$ cat config.mk
export PLATFORM = sky130hd
export DESIGN_NAME = tw_odo_ctrl
export DESIGN_NICKNAME = d
export VERILOG_FILES = /design/src/hdl/tw_odo_pkg.sv /design/src/hdl/tw_odo_ctrl.sv
export SDC_FILE = /design/constraint.sdc
export NUM_CORES = 1
export LEC_CHECK = 0
export BUFFER_PORTS_ARGS = -buffer_cell sky130_fd_sc_hd__clkbuf_2
export CORE_AREA = 2 2 39 41
export CTS_BUF_LIST = sky130_fd_sc_hd__clkbuf_8
export DETAILED_ROUTE_END_ITERATION = 7
export DIE_AREA = 0 0 41 43
export GPL_TIMING_DRIVEN = 0
export PLACE_DENSITY = 0.39
export SLEW_MARGIN = 20
export SYNTH_ARGS = -nofsm -noshare
export SYNTH_HDL_FRONTEND = slang
export SYNTH_SLANG_ARGS = --single-unit
$ cat constraint.sdc
create_clock -name clk -period 1.42 [get_ports clk]
set_clock_uncertainty 0.15 [all_clocks]
set_input_delay 0.284 -clock clk [delete_from_list [all_inputs] [get_ports clk]]
set_output_delay 0.284 -clock clk [all_outputs]
set_load 0.1 [all_outputs]
$ cat src/hdl/tw_odo_pkg.sv
// ----------------------------------------------------------------------------
// tw_odo_pkg
// shared types, constants and the arctangent table of the odometry block
// ----------------------------------------------------------------------------
`default_nettype none
package tw_odo_pkg;

  localparam int CORDIC_STEPS = 24;
  localparam int CORDIC_W     = 34;
  localparam int TRIG_W       = 24;
  localparam logic signed [CORDIC_W-1:0] CORDIC_START = 34'sd652032874;
  localparam logic [23:0] DPC_RESET = 24'd386039;
  localparam logic [31:0] HPC_RESET = 32'd1451845222;
  localparam logic [7:0]  REG_DPC   = 8'd0;
  localparam logic [7:0]  REG_HPC   = 8'd1;

  typedef enum logic [2:0] {
    ST_IDLE, ST_MULF, ST_MULL, ST_MULH, ST_CORD, ST_ROUND, ST_MAC, ST_COMMIT
  } state_t;

  typedef enum logic [1:0] {MUL_F, MUL_L, MUL_H} mul_sel_t;

  typedef struct packed {
    logic     load;
    logic     mul_en;
    mul_sel_t mul_sel;
    logic     trig_round;
    logic     mac_start;
    logic     mac_step;
    logic     commit;
  } cmd_t;

  typedef struct packed {
    logic primed;
    logic cordic_done;
    logic mac_done;
    logic out_busy;
  } status_t;

  function automatic logic signed [CORDIC_W-1:0] atan_lut(input logic [4:0] i);
    logic signed [CORDIC_W-1:0] v;
    unique case (i)
      5'd0:  v = 34'sh20000000;
      5'd1:  v = 34'sh12E4051E;
      5'd2:  v = 34'sh09FB385B;
      5'd3:  v = 34'sh051111D4;
      5'd4:  v = 34'sh028B0D43;
      5'd5:  v = 34'sh0145D7E1;
      5'd6:  v = 34'sh00A2F61E;
      5'd7:  v = 34'sh00517C55;
      5'd8:  v = 34'sh0028BE53;
      5'd9:  v = 34'sh00145F2F;
      5'd10: v = 34'sh000A2F98;
      5'd11: v = 34'sh000517CC;
      5'd12: v = 34'sh00028BE6;
      5'd13: v = 34'sh000145F3;
      5'd14: v = 34'sh0000A2FA;
      5'd15: v = 34'sh0000517D;
      5'd16: v = 34'sh000028BE;
      5'd17: v = 34'sh0000145F;
      5'd18: v = 34'sh00000A30;
      5'd19: v = 34'sh00000518;
      5'd20: v = 34'sh0000028C;
      5'd21: v = 34'sh00000146;
      5'd22: v = 34'sh000000A3;
      5'd23: v = 34'sh00000051;
      default: v = '0;
    endcase
    return v;
  endfunction

endpackage
`default_nettype wire

$ cat src/hdl/tw_odo_ctrl.sv
// ----------------------------------------------------------------------------
// tw_odo_ctrl
// sequencer that steps the odometry datapath through one sample
// ----------------------------------------------------------------------------
`default_nettype none
module tw_odo_ctrl (
  input  wire                 clk,
  input  wire                 rst_n,
  input  wire                 in_tvalid,
  output logic                in_tready,
  input  tw_odo_pkg::status_t status,
  output tw_odo_pkg::cmd_t    cmd
);
  import tw_odo_pkg::*;

  state_t state_r, state_nxt;

  always_ff @(posedge clk) begin
    if (!rst_n) begin
      state_r <= ST_IDLE;
    end else begin
      state_r <= state_nxt;
    end
  end

  always_comb begin
    state_nxt = state_r;
    unique case (state_r)
      ST_IDLE:   if (in_tvalid && status.primed) state_nxt = ST_MULF;
      ST_MULF:   state_nxt = ST_MULL;
      ST_MULL:   state_nxt = ST_MULH;
      ST_MULH:   state_nxt = ST_CORD;
      ST_CORD:   if (status.cordic_done) state_nxt = ST_ROUND;
      ST_ROUND:  state_nxt = ST_MAC;
      ST_MAC:    if (status.mac_done) state_nxt = ST_COMMIT;
      ST_COMMIT: if (!status.out_busy) state_nxt = ST_IDLE;
      default:   state_nxt = ST_IDLE;
    endcase
  end

  always_comb begin
    cmd = '0;
    cmd.mul_sel = MUL_F;
    in_tready = 1'b0;
    unique case (state_r)
      ST_IDLE: begin
        in_tready = 1'b1;
        cmd.load  = in_tvalid;
      end
      ST_MULF: begin
        cmd.mul_en = 1'b1;
        cmd.mul_sel = MUL_F;
      end
      ST_MULL: begin
        cmd.mul_en = 1'b1;
        cmd.mul_sel = MUL_L;
      end
      ST_MULH: begin
        cmd.mul_en = 1'b1;
        cmd.mul_sel = MUL_H;
      end
      ST_CORD: ;
      ST_ROUND: begin
        cmd.trig_round = 1'b1;
        cmd.mac_start  = 1'b1;
      end
      ST_MAC:    cmd.mac_step = 1'b1;
      ST_COMMIT: cmd.commit = !status.out_busy;
      default: ;
    endcase
  end

endmodule
`default_nettype wire

==> results of run 1 <==
[final cells by class]
cell class / instances / area (µm²)
flip-flops and latches: 3 / 66.3
clock inverters: 1 / 3.75
clock buffers: 3 / 41.3
repair buffers: 26 / 312
multi-input cells: 21 / 193
well taps: 16 / 20.0
fillers: 131 / 699
plain buffers: 4 / 48.8
[power by group through the flow]
stage | registers [mW] | clock network [mW] | logic, mW
3_5_place_dp | 0.102 | 0 | 0.342
3_3_place_gp | 0.102 | 0 | 0.339
5_1_grt | 0.108 | 0.262 | 0.506
6_report | 0.106 | 0.241 | 0.490
2_1_floorplan | 0.101 | 0 | 0.297
4_1_cts | 0.105 | 0.250 | 0.457
[cells in the mapped netlist, drive strengths merged]
cell    n  area [µm²]
a21oi   1        5.00
and2    1        6.26
nand3   1        5.00
and3b   2        17.5
nor3b   3        27.5
o21ai   1        5.00
buf     4        31.3
dfxtp   3        60.1
a211oi  1        12.5
a31oi   1        6.26
nor2    3        11.3
nand2   4        15.0
nor3    1        10.0
o31ai   1        7.51
o211a   1        10.0
[repair_timing]
action,CTS,global route
pin swaps,6,3
setup buffers,7,4
endpoints found under the setup margin,9,9
resized for setup,32,4
[worst max-delay path, delay by kind of cell, from the launching register on]
family | cells | cell delay (ns)
buffers and inverters | 2 | 0.38
flip-flops | 1 | 0.32
AND/OR/NAND/NOR | 2 | 0.30
[routing by layer]
| layer | share of wire | up-vias | GRT usage |
|---|---|---|---|
| li1 | - | 157 | - |
| met1 | 0.39 | 160 | 0.119 |
| met2 | 0.56 | 10 | 0.178 |
| met3 | 0.049 | 0 | 0.0785 |
| met4 | 0 | 0 | 0.0400 |
| met5 | 0 | - | 0 |
[how the worst max path moves through the flow]
stage / slack [ns] / cells past startpoint / to / startpoint
4_1_cts: -0.24 / 4 / cmd[0] / state_r[1]$_SDFFE_PN0P_
2_1_floorplan: -0.72 / 3 / cmd[7] / state_r[2]$_SDFFE_PN0P_
3_3_place_gp: -0.29 / 4 / cmd[3] / state_r[0]$_SDFFE_PN0P_
5_1_grt: -0.27 / 4 / cmd[7] / state_r[1]$_SDFFE_PN0P_
3_5_place_dp: -0.32 / 4 / cmd[0] / state_r[1]$_SDFFE_PN0P_
6_report: -0.23 / 4 / cmd[0] / state_r[1]$_SDFFE_PN0P_
[cells by family after synthesis]
logic type,after synthesis,share of synthesized area
flip-flops,3,0.261
AND/OR/NAND/NOR,15,0.402
AO/OA/AOI/OAI,6,0.201
buffers and inverters,4,0.136
==> impl_metrics.py, run 1 <==
metrics = {
    "clock_tree": {
        "clk_pin_slew_ns": 0.03,
        "clockBufferDepth": 2,
        "cts_root_buffer": "clkbuf_8",
        "cts_buffers": 3,
        "clock-sinks": 3,
        "cts_tree": "yes",
        "cts_max_level": 1,
        "clock_latency_ns": 0.22,
        "hold_buffers": 0,
    },
    "synth": {
        "synth_seq_area_share": 0.261,
        "synth_seq_cells": 3,
        "syn_avg_cell_area_um2": 8.22,
        "syn_area_um2": 230,
        "syn_nets": 35,
        "yosysWarnings": 0,
        "synth_cell_types": 18,
        "syn_inst": 28,
    },
    "final_layout": {
        "layout_commonest_cell": "buf_4",
        "regMostFlops": "state_r",
        "design_area_um2": 684,
        "finish.utilization": 0.495,
        "final_cell_mix": "10 x buf_4, 6 x clkbuf_8, 6 x clkbuf_2",
        "antenna_cells": 0,
        "final_layout_size_suffix_gt1_frac": 0.793,
        "area_growth_pct": 197,
        "reg_top3": "state_r (3)",
        "stdcell_count": 74,
        "nets": 66,
        "largest_register_ffs": 3,
    },
    "status": {
        "violations": "setup timing",
        "outcome": "finished with violations",
    },
    "critical_path": {
        "crit_fanout": 7,
        "rr_worst_depth": 5,
        "r2r_start": "state_r[0]$_SDFFE_PN0P_",
        "max_stage_delay_ns": 0.32,
        "critPathKind": "flip-flop to output pin",
        "cp_cell_sequence": "buf_8 -> nand2_8 -> nor3b_4 -> clkbuf_16",
        "crit_path_top_delay_cell": "dfxtp_2",
        "crit_required_ns": 0.99,
        "rrSetupSlack_ns": 0.09,
        "critPathArrivalTime_ns": 1.22,
        "start_kind": "flip-flop",
        "r2r_end": "state_r[0]$_SDFFE_PN0P_",
        "crit_path_end_kind": "output pin",
    },
    "routing": {
        "ant_nets": 0,
        "wl_per_cell_um": 11.6,
        "firstDrtPassIters": 3,
        "via_per_inst": 4.42,
        "wl_um": 855,
        "drt-initial-drc-count": 1,
        "num_vias": 327,
        "drc": 0,
    },
    "timing": {
        "min_period_ns": 1.65,
        "setup_viol": 9,
        "hold_violations": 0,
        "fmax_mhz": 604,
        "drv_slew": 0,
        "setup_tns_ns": -1.55,
        "tightest_slew_ns": 0.256,
        "whs_ns": 0.186,
        "slew_headroom": 0.828,
        "period_share": 1.17,
        "rsz0062_at_grt": "yes",
        "setup_slack_ns": -0.235,
    },
    "grt": {
        "overflow": 0,
        "grt_pass1_vias": 310,
        "antenna_found_initial": 0,
        "grt_pass1_wl_mm": 1.30,
        "grt_start_max_net_pins": 8,
        "grt_usage": 0.115,
    },
    "placed_design": {
        "placed_cells": 59,
        "placed_cell_area_um2": 364,
        "pre_cts_slack_ns": -0.319,
        "gp_congestion": 0.709,
        "dp_hpwl_um": 471,
        "io_buffers": 15,
    },
    "pwr": {
        "p_switching_mw": 0.358,
        "p_leak_nw": 0.313,
        "pwr-share-seq": 0.127,
        "pwr-share-clk": 0.288,
        "switching_share": 0.428,
        "p_int_mw": 0.479,
        "p_per_area_nw_per_um2": 1220,
        "ir_drop_v": 0.000640,
        "p_comb_frac": 0.586,
        "power_mw": 0.837,
    },
    "floorplanning": {
        "initial_utilization": 0.166,
        "die-height_um": 43,
        "num_rows": 14,
        "core_region_area_um2": 1380,
        "ios": 16,
        "die_area_um2": 1760,
        "fp.dieW_um": 41,
    },
    "worst_hold_path": {
        "hold_end": "state_r[1]$_SDFFE_PN0P_",
        "worstHoldStart": "rst_n",
        "hp-class": "input port to flip-flop",
        "hold_depth": 3,
    },
    "job": {
        "max_cap_viol_count": 0,
    },
}
Power figures use the tool's default switching activity.
==> inputs of run 2 (changes only) <==
--- a/config.mk
+++ b/config.mk
@@ -5,13 +5,14 @@
 export SDC_FILE = /design/constraint.sdc
 export NUM_CORES = 1
 export LEC_CHECK = 0
+export ABC_AREA = 1
 export BUFFER_PORTS_ARGS = -buffer_cell sky130_fd_sc_hd__clkbuf_2
 export CORE_AREA = 2 2 39 41
 export CTS_BUF_LIST = sky130_fd_sc_hd__clkbuf_8
 export DETAILED_ROUTE_END_ITERATION = 7
 export DIE_AREA = 0 0 41 43
 export GPL_TIMING_DRIVEN = 0
-export PLACE_DENSITY = 0.39
+export PLACE_DENSITY = 0.4
 export SLEW_MARGIN = 20
 export SYNTH_ARGS = -nofsm -noshare
 export SYNTH_HDL_FRONTEND = slang
==> run 2 against run 1 <==
  * The run still ends with setup timing left
  * Global-route usage fell by 2.0 points
  * Cell area rose by 9.5%
  * Register-to-register slack better by 0.10 ns
  * Total power fell by 4.8%
  * Sequential power increased by 11%
  * Hold slack worse by 0.018 ns
  * Critical endpoint is now cmd[3]
  * Highest routed layer unchanged
==> impl_metrics.py, run 2 <==
metrics = {
    "status": {
        "outcome": "finished with violations",
        "violations": "setup timing",
    },
    "worst_hold_path": {
        "hp-class": "input port to flip-flop",
        "worstHoldStart": "rst_n",
    },
    "clock_tree": {
        "cts_max_level": 1,
        "cts_tree": "yes",
        "clock-sinks": 3,
        "clockBufferDepth": 2,
        "cts_buffers": 3,
        "clock_latency_ns": 0.21,
        "clk_pin_slew_ns": 0.03,
        "hold_buffers": 0,
        "cts_root_buffer": "clkbuf_8",
    },
    "placed_design": {
        "io_buffers": 15,
        "pre_cts_slack_ns": -0.290,
        "gp_congestion": 0.733,
        "dp_hpwl_um": 509,
        "placed_cell_area_um2": 389,
    },
    "synth": {
        "synth_common_cells": "7 x inv_1, 5 x nand2_1, 5 x nor2_1",
        "synth_most_common_cell": "inv_1",
        "synth-compound-area-share": 0.0745,
        "synth_fa_ha_area_frac": 0,
        "yosysTopAreaCellShare": 0.255,
        "yosys.area_share.xor_xnor": 0,
        "syn_area_um2": 235,
        "synth_edf_count": 0,
        "yosysWarnings": 0,
        "synthSimpleGateAreaFrac": 0.447,
        "synth_cell_types": 16,
        "synth_seq_cells": 3,
        "syn_avg_cell_area_um2": 6.36,
        "synth_top_cell_by_area": "dfxtp_1",
        "synthMuxAreaShare": 0,
        "synth_flop_cell": "dfxtp_1",
        "syn_inst": 37,
        "synth_seq_area_share": 0.255,
        "synth_top_family_by_area": "simple AND/OR/NAND/NOR gates",
        "synth-async-reset-ratio": 0,
        "synthTopCellsByArea": "dfxtp_1 26%, inv_1 11%, nand2_1 8.0%, nand4_1 8.0%, nor2_1 8.0%",
        "syn_nets": 44,
    },
    "pwr": {
        "p_per_area_nw_per_um2": 1060,
        "switching_share": 0.425,
        "pwr-share-seq": 0.148,
        "pwr-share-clk": 0.293,
        "ir_drop_v": 0.000495,
        "p_int_mw": 0.458,
        "p_leak_nw": 0.329,
        "p_comb_frac": 0.559,
        "p_switching_mw": 0.338,
    },
    "floorplanning": {
        "die_area_um2": 1760,
        "ios": 16,
        "fp.dieW_um": 41,
        "initial_utilization": 0.170,
        "core_region_area_um2": 1380,
        "num_rows": 14,
        "die-height_um": 43,
    },
    "timing": {
        "tightest_slew_ns": 0.212,
        "min_period_ns": 1.65,
        "setup_viol": 9,
        "hold_violations": 0,
        "slew_headroom": 0.858,
        "drv_slew": 0,
        "rsz0062_at_grt": "yes",
        "period_share": 1.16,
        "fmax_mhz": 607,
        "setup_slack_ns": -0.228,
        "whs_ns": 0.169,
    },
    "grt": {
        "grt_pass1_wl_mm": 1.12,
        "antenna_found_initial": 0,
        "grt_pass1_vias": 316,
        "grt_usage": 0.0953,
        "overflow": 0,
        "grt_start_max_net_pins": 11,
    },
    "final_layout": {
        "layout_commonest_cell": "clkbuf_16",
        "design_area_um2": 749,
        "final_layout_size_suffix_gt1_frac": 0.778,
        "final_cell_mix": "8 x clkbuf_16, 6 x clkbuf_2, 5 x nor2_4",
        "regMostFlops": "state_r",
        "antenna_cells": 0,
        "area_growth_pct": 219,
        "largest_register_ffs": 3,
        "nets": 71,
        "reg_top3": "state_r (3)",
    },
    "routing": {
        "ant_nets": 0,
        "via_per_inst": 4.19,
        "wl_per_cell_um": 9.54,
        "firstDrtPassIters": 4,
        "drt-initial-drc-count": 6,
        "num_vias": 331,
        "wl_um": 754,
        "drc": 0,
    },
    "critical_path": {
        "critPathArrivalTime_ns": 1.21,
        "crit_path_end_kind": "output pin",
        "r2r_start": "state_r[2]$_SDFFE_PN0P_",
        "rrSetupSlack_ns": 0.19,
        "critPathKind": "flip-flop to output pin",
        "startpoint": "state_r[2]$_SDFFE_PN0P_",
        "start_kind": "flip-flop",
        "crit_required_ns": 0.99,
        "crit_path_top_delay_cell": "dfxtp_2",
        "cp_cell_sequence": "buf_8 -> inv_8 -> nor3_4 -> buf_12 -> clkbuf_16",
        "max_stage_delay_ns": 0.32,
        "crit_fanout": 4,
    },
    "job": {
        "max_cap_viol_count": 0,
    },
}
run 2: timing repair:
| action | CTS | global route |
|---|---|---|
| pin swaps | 0 | 7 |
| gates resized for setup | 31 | 16 |
| endpoints found under the setup margin | 9 | 9 |
| buffers inserted | 2 | 5 |
run 2: cell families after synthesis:
kind of cell | after synthesis
AO/OA/AOI/OAI | 2
AND/OR/NAND/NOR | 21
buffers and inverters | 11
flip-flops | 3
run 2: routing by layer:
layer | global-route usage | part of all wire | vias up
met4 | 0.0600 | 0 | 0
li1 | - | - | 171
met3 | 0.0314 | 0.028 | 0
met5 | 0 | 0 | -
met2 | 0.150 | 0.56 | 9
met1 | 0.103 | 0.41 | 151
run 2: area by class of cell:
class | count | area, µm²
fillers | 130 | 634
repair buffers | 22 | 320
multi-input cells | 23 | 209
flip-flops and latches | 3 | 68.8
inverters | 9 | 51.3
clock buffers | 3 | 41.3
plain buffers | 2 | 35.0
well taps | 16 | 20.0
clock inverters | 1 | 3.75
run 2: critical path, delay by kind of cell, from the launching register on:
kind / cells / cell delay, ns
buf+inv: 4 / 0.46
flops: 1 / 0.32
simple gates: 1 / 0.22
run 2: through the flow:
stage | power [mW] | util | setup TNS [ns] | instances
after detailed placement | 0.405 | 0.281 | -1.56 | 68
after floorplan | 0.364 | - | -1.88 | 37
after global routing | 0.830 | 0.542 | -1.89 | 79
after global placement | 0.406 | 0.281 | -1.60 | 68
after CTS | 0.754 | 0.458 | -1.37 | 74
final | 0.796 | 0.542 | -1.59 | 79
run 2: power groups by stage:
stage | logic [mW] | clock network, mW | registers [mW]
2_1_floorplan | 0.255 | 0 | 0.109
3_3_place_gp | 0.293 | 0 | 0.113
3_5_place_dp | 0.293 | 0 | 0.112
4_1_cts | 0.400 | 0.238 | 0.116
5_1_grt | 0.463 | 0.247 | 0.120
6_report | 0.445 | 0.233 | 0.118
run 2: path summary, 6_finish.rpt:
path / endpoint / depth (start not counted)
setup / recovery: cmd[3] / 5
hold / removal: state_r[1]$_SDFFE_PN0P_ / 3
setup reg to reg: state_r[0]$_SDFFE_PN0P_ / 8
hold reg to reg: state_r[1]$_SDFFE_PN0P_ / 2
==> inputs of run 3 (changes only) <==
--- a/config.mk
+++ b/config.mk
@@ -7,6 +7,7 @@
 export LEC_CHECK = 0
 export ABC_AREA = 1
 export BUFFER_PORTS_ARGS = -buffer_cell sky130_fd_sc_hd__clkbuf_2
+export CAP_MARGIN = 15
 export CORE_AREA = 2 2 39 41
 export CTS_BUF_LIST = sky130_fd_sc_hd__clkbuf_8
 export DETAILED_ROUTE_END_ITERATION = 7
==> constraint.sdc (replaced) <==
create_clock -name clk -period 1.42 [get_ports clk]
set_clock_uncertainty 0.15 [all_clocks]
set_input_delay 0.213 -clock clk [delete_from_list [all_inputs] [get_ports clk]]
set_output_delay 0.213 -clock clk [all_outputs]
set_load 0.1 [all_outputs]
==> run 3 against run 2 <==
  * The flow still finishes with violations (setup timing)
  * Register-to-register slack got worse by 0.11 ns
  * Worst setup slack improved by 0.084 ns
  * Total power rose by 0.78%
  * Core utilization down 2.3 points
  * Largest power group unchanged
  * Highest routed layer unchanged
==> impl_metrics.py, run 3 (same netlist as run 2, synthesis figures left out) <==
metrics = {
    "routing": {
        "num_vias": 320,
        "wl_um": 827,
        "via_per_inst": 4.10,
        "ant_nets": 0,
        "drc": 0,
        "firstDrtPassIters": 2,
        "wl_per_cell_um": 10.6,
        "drt-initial-drc-count": 1,
    },
    "clock_tree": {
        "clockBufferDepth": 2,
        "cts_max_level": 1,
        "cts_root_buffer": "clkbuf_8",
        "clock_latency_ns": 0.21,
        "cts_buffers": 3,
        "clk_pin_slew_ns": 0.03,
        "clock-sinks": 3,
        "cts_tree": "yes",
        "hold_buffers": 0,
    },
    "status": {
        "outcome": "finished with violations",
        "violations": "setup timing",
    },
    "floorplanning": {
        "num_rows": 14,
        "core_region_area_um2": 1380,
        "initial_utilization": 0.170,
        "ios": 16,
        "die_area_um2": 1760,
        "die-height_um": 43,
        "fp.dieW_um": 41,
    },
    "pwr": {
        "p_per_area_nw_per_um2": 1120,
        "ir_drop_v": 0.000471,
        "p_leak_nw": 0.324,
    },
    "grt": {
        "overflow": 0,
        "use_met1": 0.116,
        "use_met2": 0.172,
        "grt_pass1_wl_mm": 1.23,
        "grt_pass1_vias": 296,
        "grt.busiest_layer": "met2",
        "grt_start_max_net_pins": 8,
        "antenna_found_initial": 0,
        "met3_usage": 0.0157,
        "grt_usage": 0.106,
    },
    "critical_path": {
        "startpoint": "state_r[2]$_SDFFE_PN0P_",
        "r2r_start": "state_r[1]$_SDFFE_PN0P_",
        "start_kind": "flip-flop",
        "cp_cell_sequence": "buf_8 -> inv_6 -> nor3_4 -> buf_12 -> clkbuf_16",
        "crit_path_top_delay_cell": "dfxtp_2",
        "crit_path_end_kind": "output pin",
        "critPathKind": "flip-flop to output pin",
        "crit_required_ns": 1.06,
        "max_stage_delay_ns": 0.34,
        "critPathArrivalTime_ns": 1.20,
        "crit_fanout": 4,
    },
    "final_layout": {
        "multi_input_area_um2": 179,
        "nets": 70,
        "final_cell_mix": "7 x clkbuf_16, 6 x clkbuf_2, 5 x nand2_1, 5 x nor2_4",
        "regMostFlops": "state_r",
        "fillCellCount": 118,
        "layout_commonest_cell": "clkbuf_16",
        "area_growth_pct": 205,
        "seqCellArea_um2": 68.8,
        "antenna_cells": 0,
        "final_layout_size_suffix_gt1_frac": 0.726,
        "reg_top3": "state_r (3)",
        "largest_register_ffs": 3,
    },
    "timing": {
        "setup_tns_ns": -0.816,
        "slew_headroom": 0.858,
        "min_period_ns": 1.56,
        "fmax_mhz": 639,
        "tightest_slew_ns": 0.212,
        "drv_slew": 0,
        "hold_violations": 0,
        "setup_slack_ns": -0.144,
        "period_share": 1.10,
        "setup_viol": 9,
        "rsz0062_at_grt": "yes",
    },
    "job": {
        "max_cap_viol_count": 0,
    },
    "placed_design": {
        "pre_cts_slack_ns": -0.196,
        "dp_hpwl_um": 508,
        "io_buffers": 15,
        "gp_congestion": 0.702,
    },
    "worst_hold_path": {
        "worstHoldStart": "rst_n",
        "hp-class": "input port to flip-flop",
    },
}
## run 3: cell types whose count changed in the layout (fill, tap and decap cells not counted), sizes merged
cell / delta
buf: -1
bufbuf: +1
clkbuf: -1
## run 3: through the flow
step                hold WS, ns  std cells  instance area [µm²]  power, mW   util
floorplan                 0.178         37                  294      0.364      -
global placement          0.315         68                  389      0.406  0.281
detailed placement        0.312         68                  389      0.406  0.281
CTS                      0.0859         74                  653      0.779  0.472
global route              0.105         78                  718      0.842  0.519
finish                   0.0875         78                  718      0.803  0.519
## run 3: path summary, 6_finish.rpt
| path | endpoint | slack (ns) | cells past startpoint |
|---|---|---|---|
| setup / recovery | cmd[3] | -0.14 | 5 |
| hold / removal | state_r[1]$_SDFFE_PN0P_ | 0.09 | 3 |
| setup reg to reg | state_r[0]$_SDFFE_PN0P_ | 0.08 | 7 |
| hold reg to reg | state_r[0]$_SDFFE_PN0P_ | 0.46 | 3 |
## run 3: area by class of cell
type | count | area share
Timing Repair Buffer | 21 | 0.448
Buffer | 2 | 0.0488
Clock buffer | 3 | 0.0575
Clock inverter | 1 | 0.00523
Multi-Input combinational cell | 23 | 0.249
Inverter | 9 | 0.0679
Sequential cell | 3 | 0.0958
Tap cell | 16 | 0.0279
## run 3: routing by layer
metal  wire (µm)  part of all wire  vias up
met5           0                 0        -
met4           0                 0        0
met3          19             0.023        0
met2         463              0.56        8
met1         345              0.42      146
li1            -                 -      166
## run 3: power by group
group | internal (mW) | total, mW | leakage [nW] | switching, mW
clock | 0.184 | 0.238 | 0.0269 | 0.0538
sequential | 0.0967 | 0.116 | 0.0264 | 0.0197
combinational | 0.184 | 0.449 | 0.271 | 0.265
## run 3: critical path: cells and delay by family, from the launching register on
| kind | cells | cell delay, ns |
|---|---|---|
| AND/OR/NAND/NOR | 1 | 0.17 |
| flip-flops | 1 | 0.34 |
| buffers and inverters | 4 | 0.47 |
## run 3: repair_timing
action | in CTS | in global routing
pin swaps | 3 | 5
cloned | 1 | 0
setup buffers | 1 | 4
resized for setup | 31 | 7
setup endpoints to repair | 9 | 9
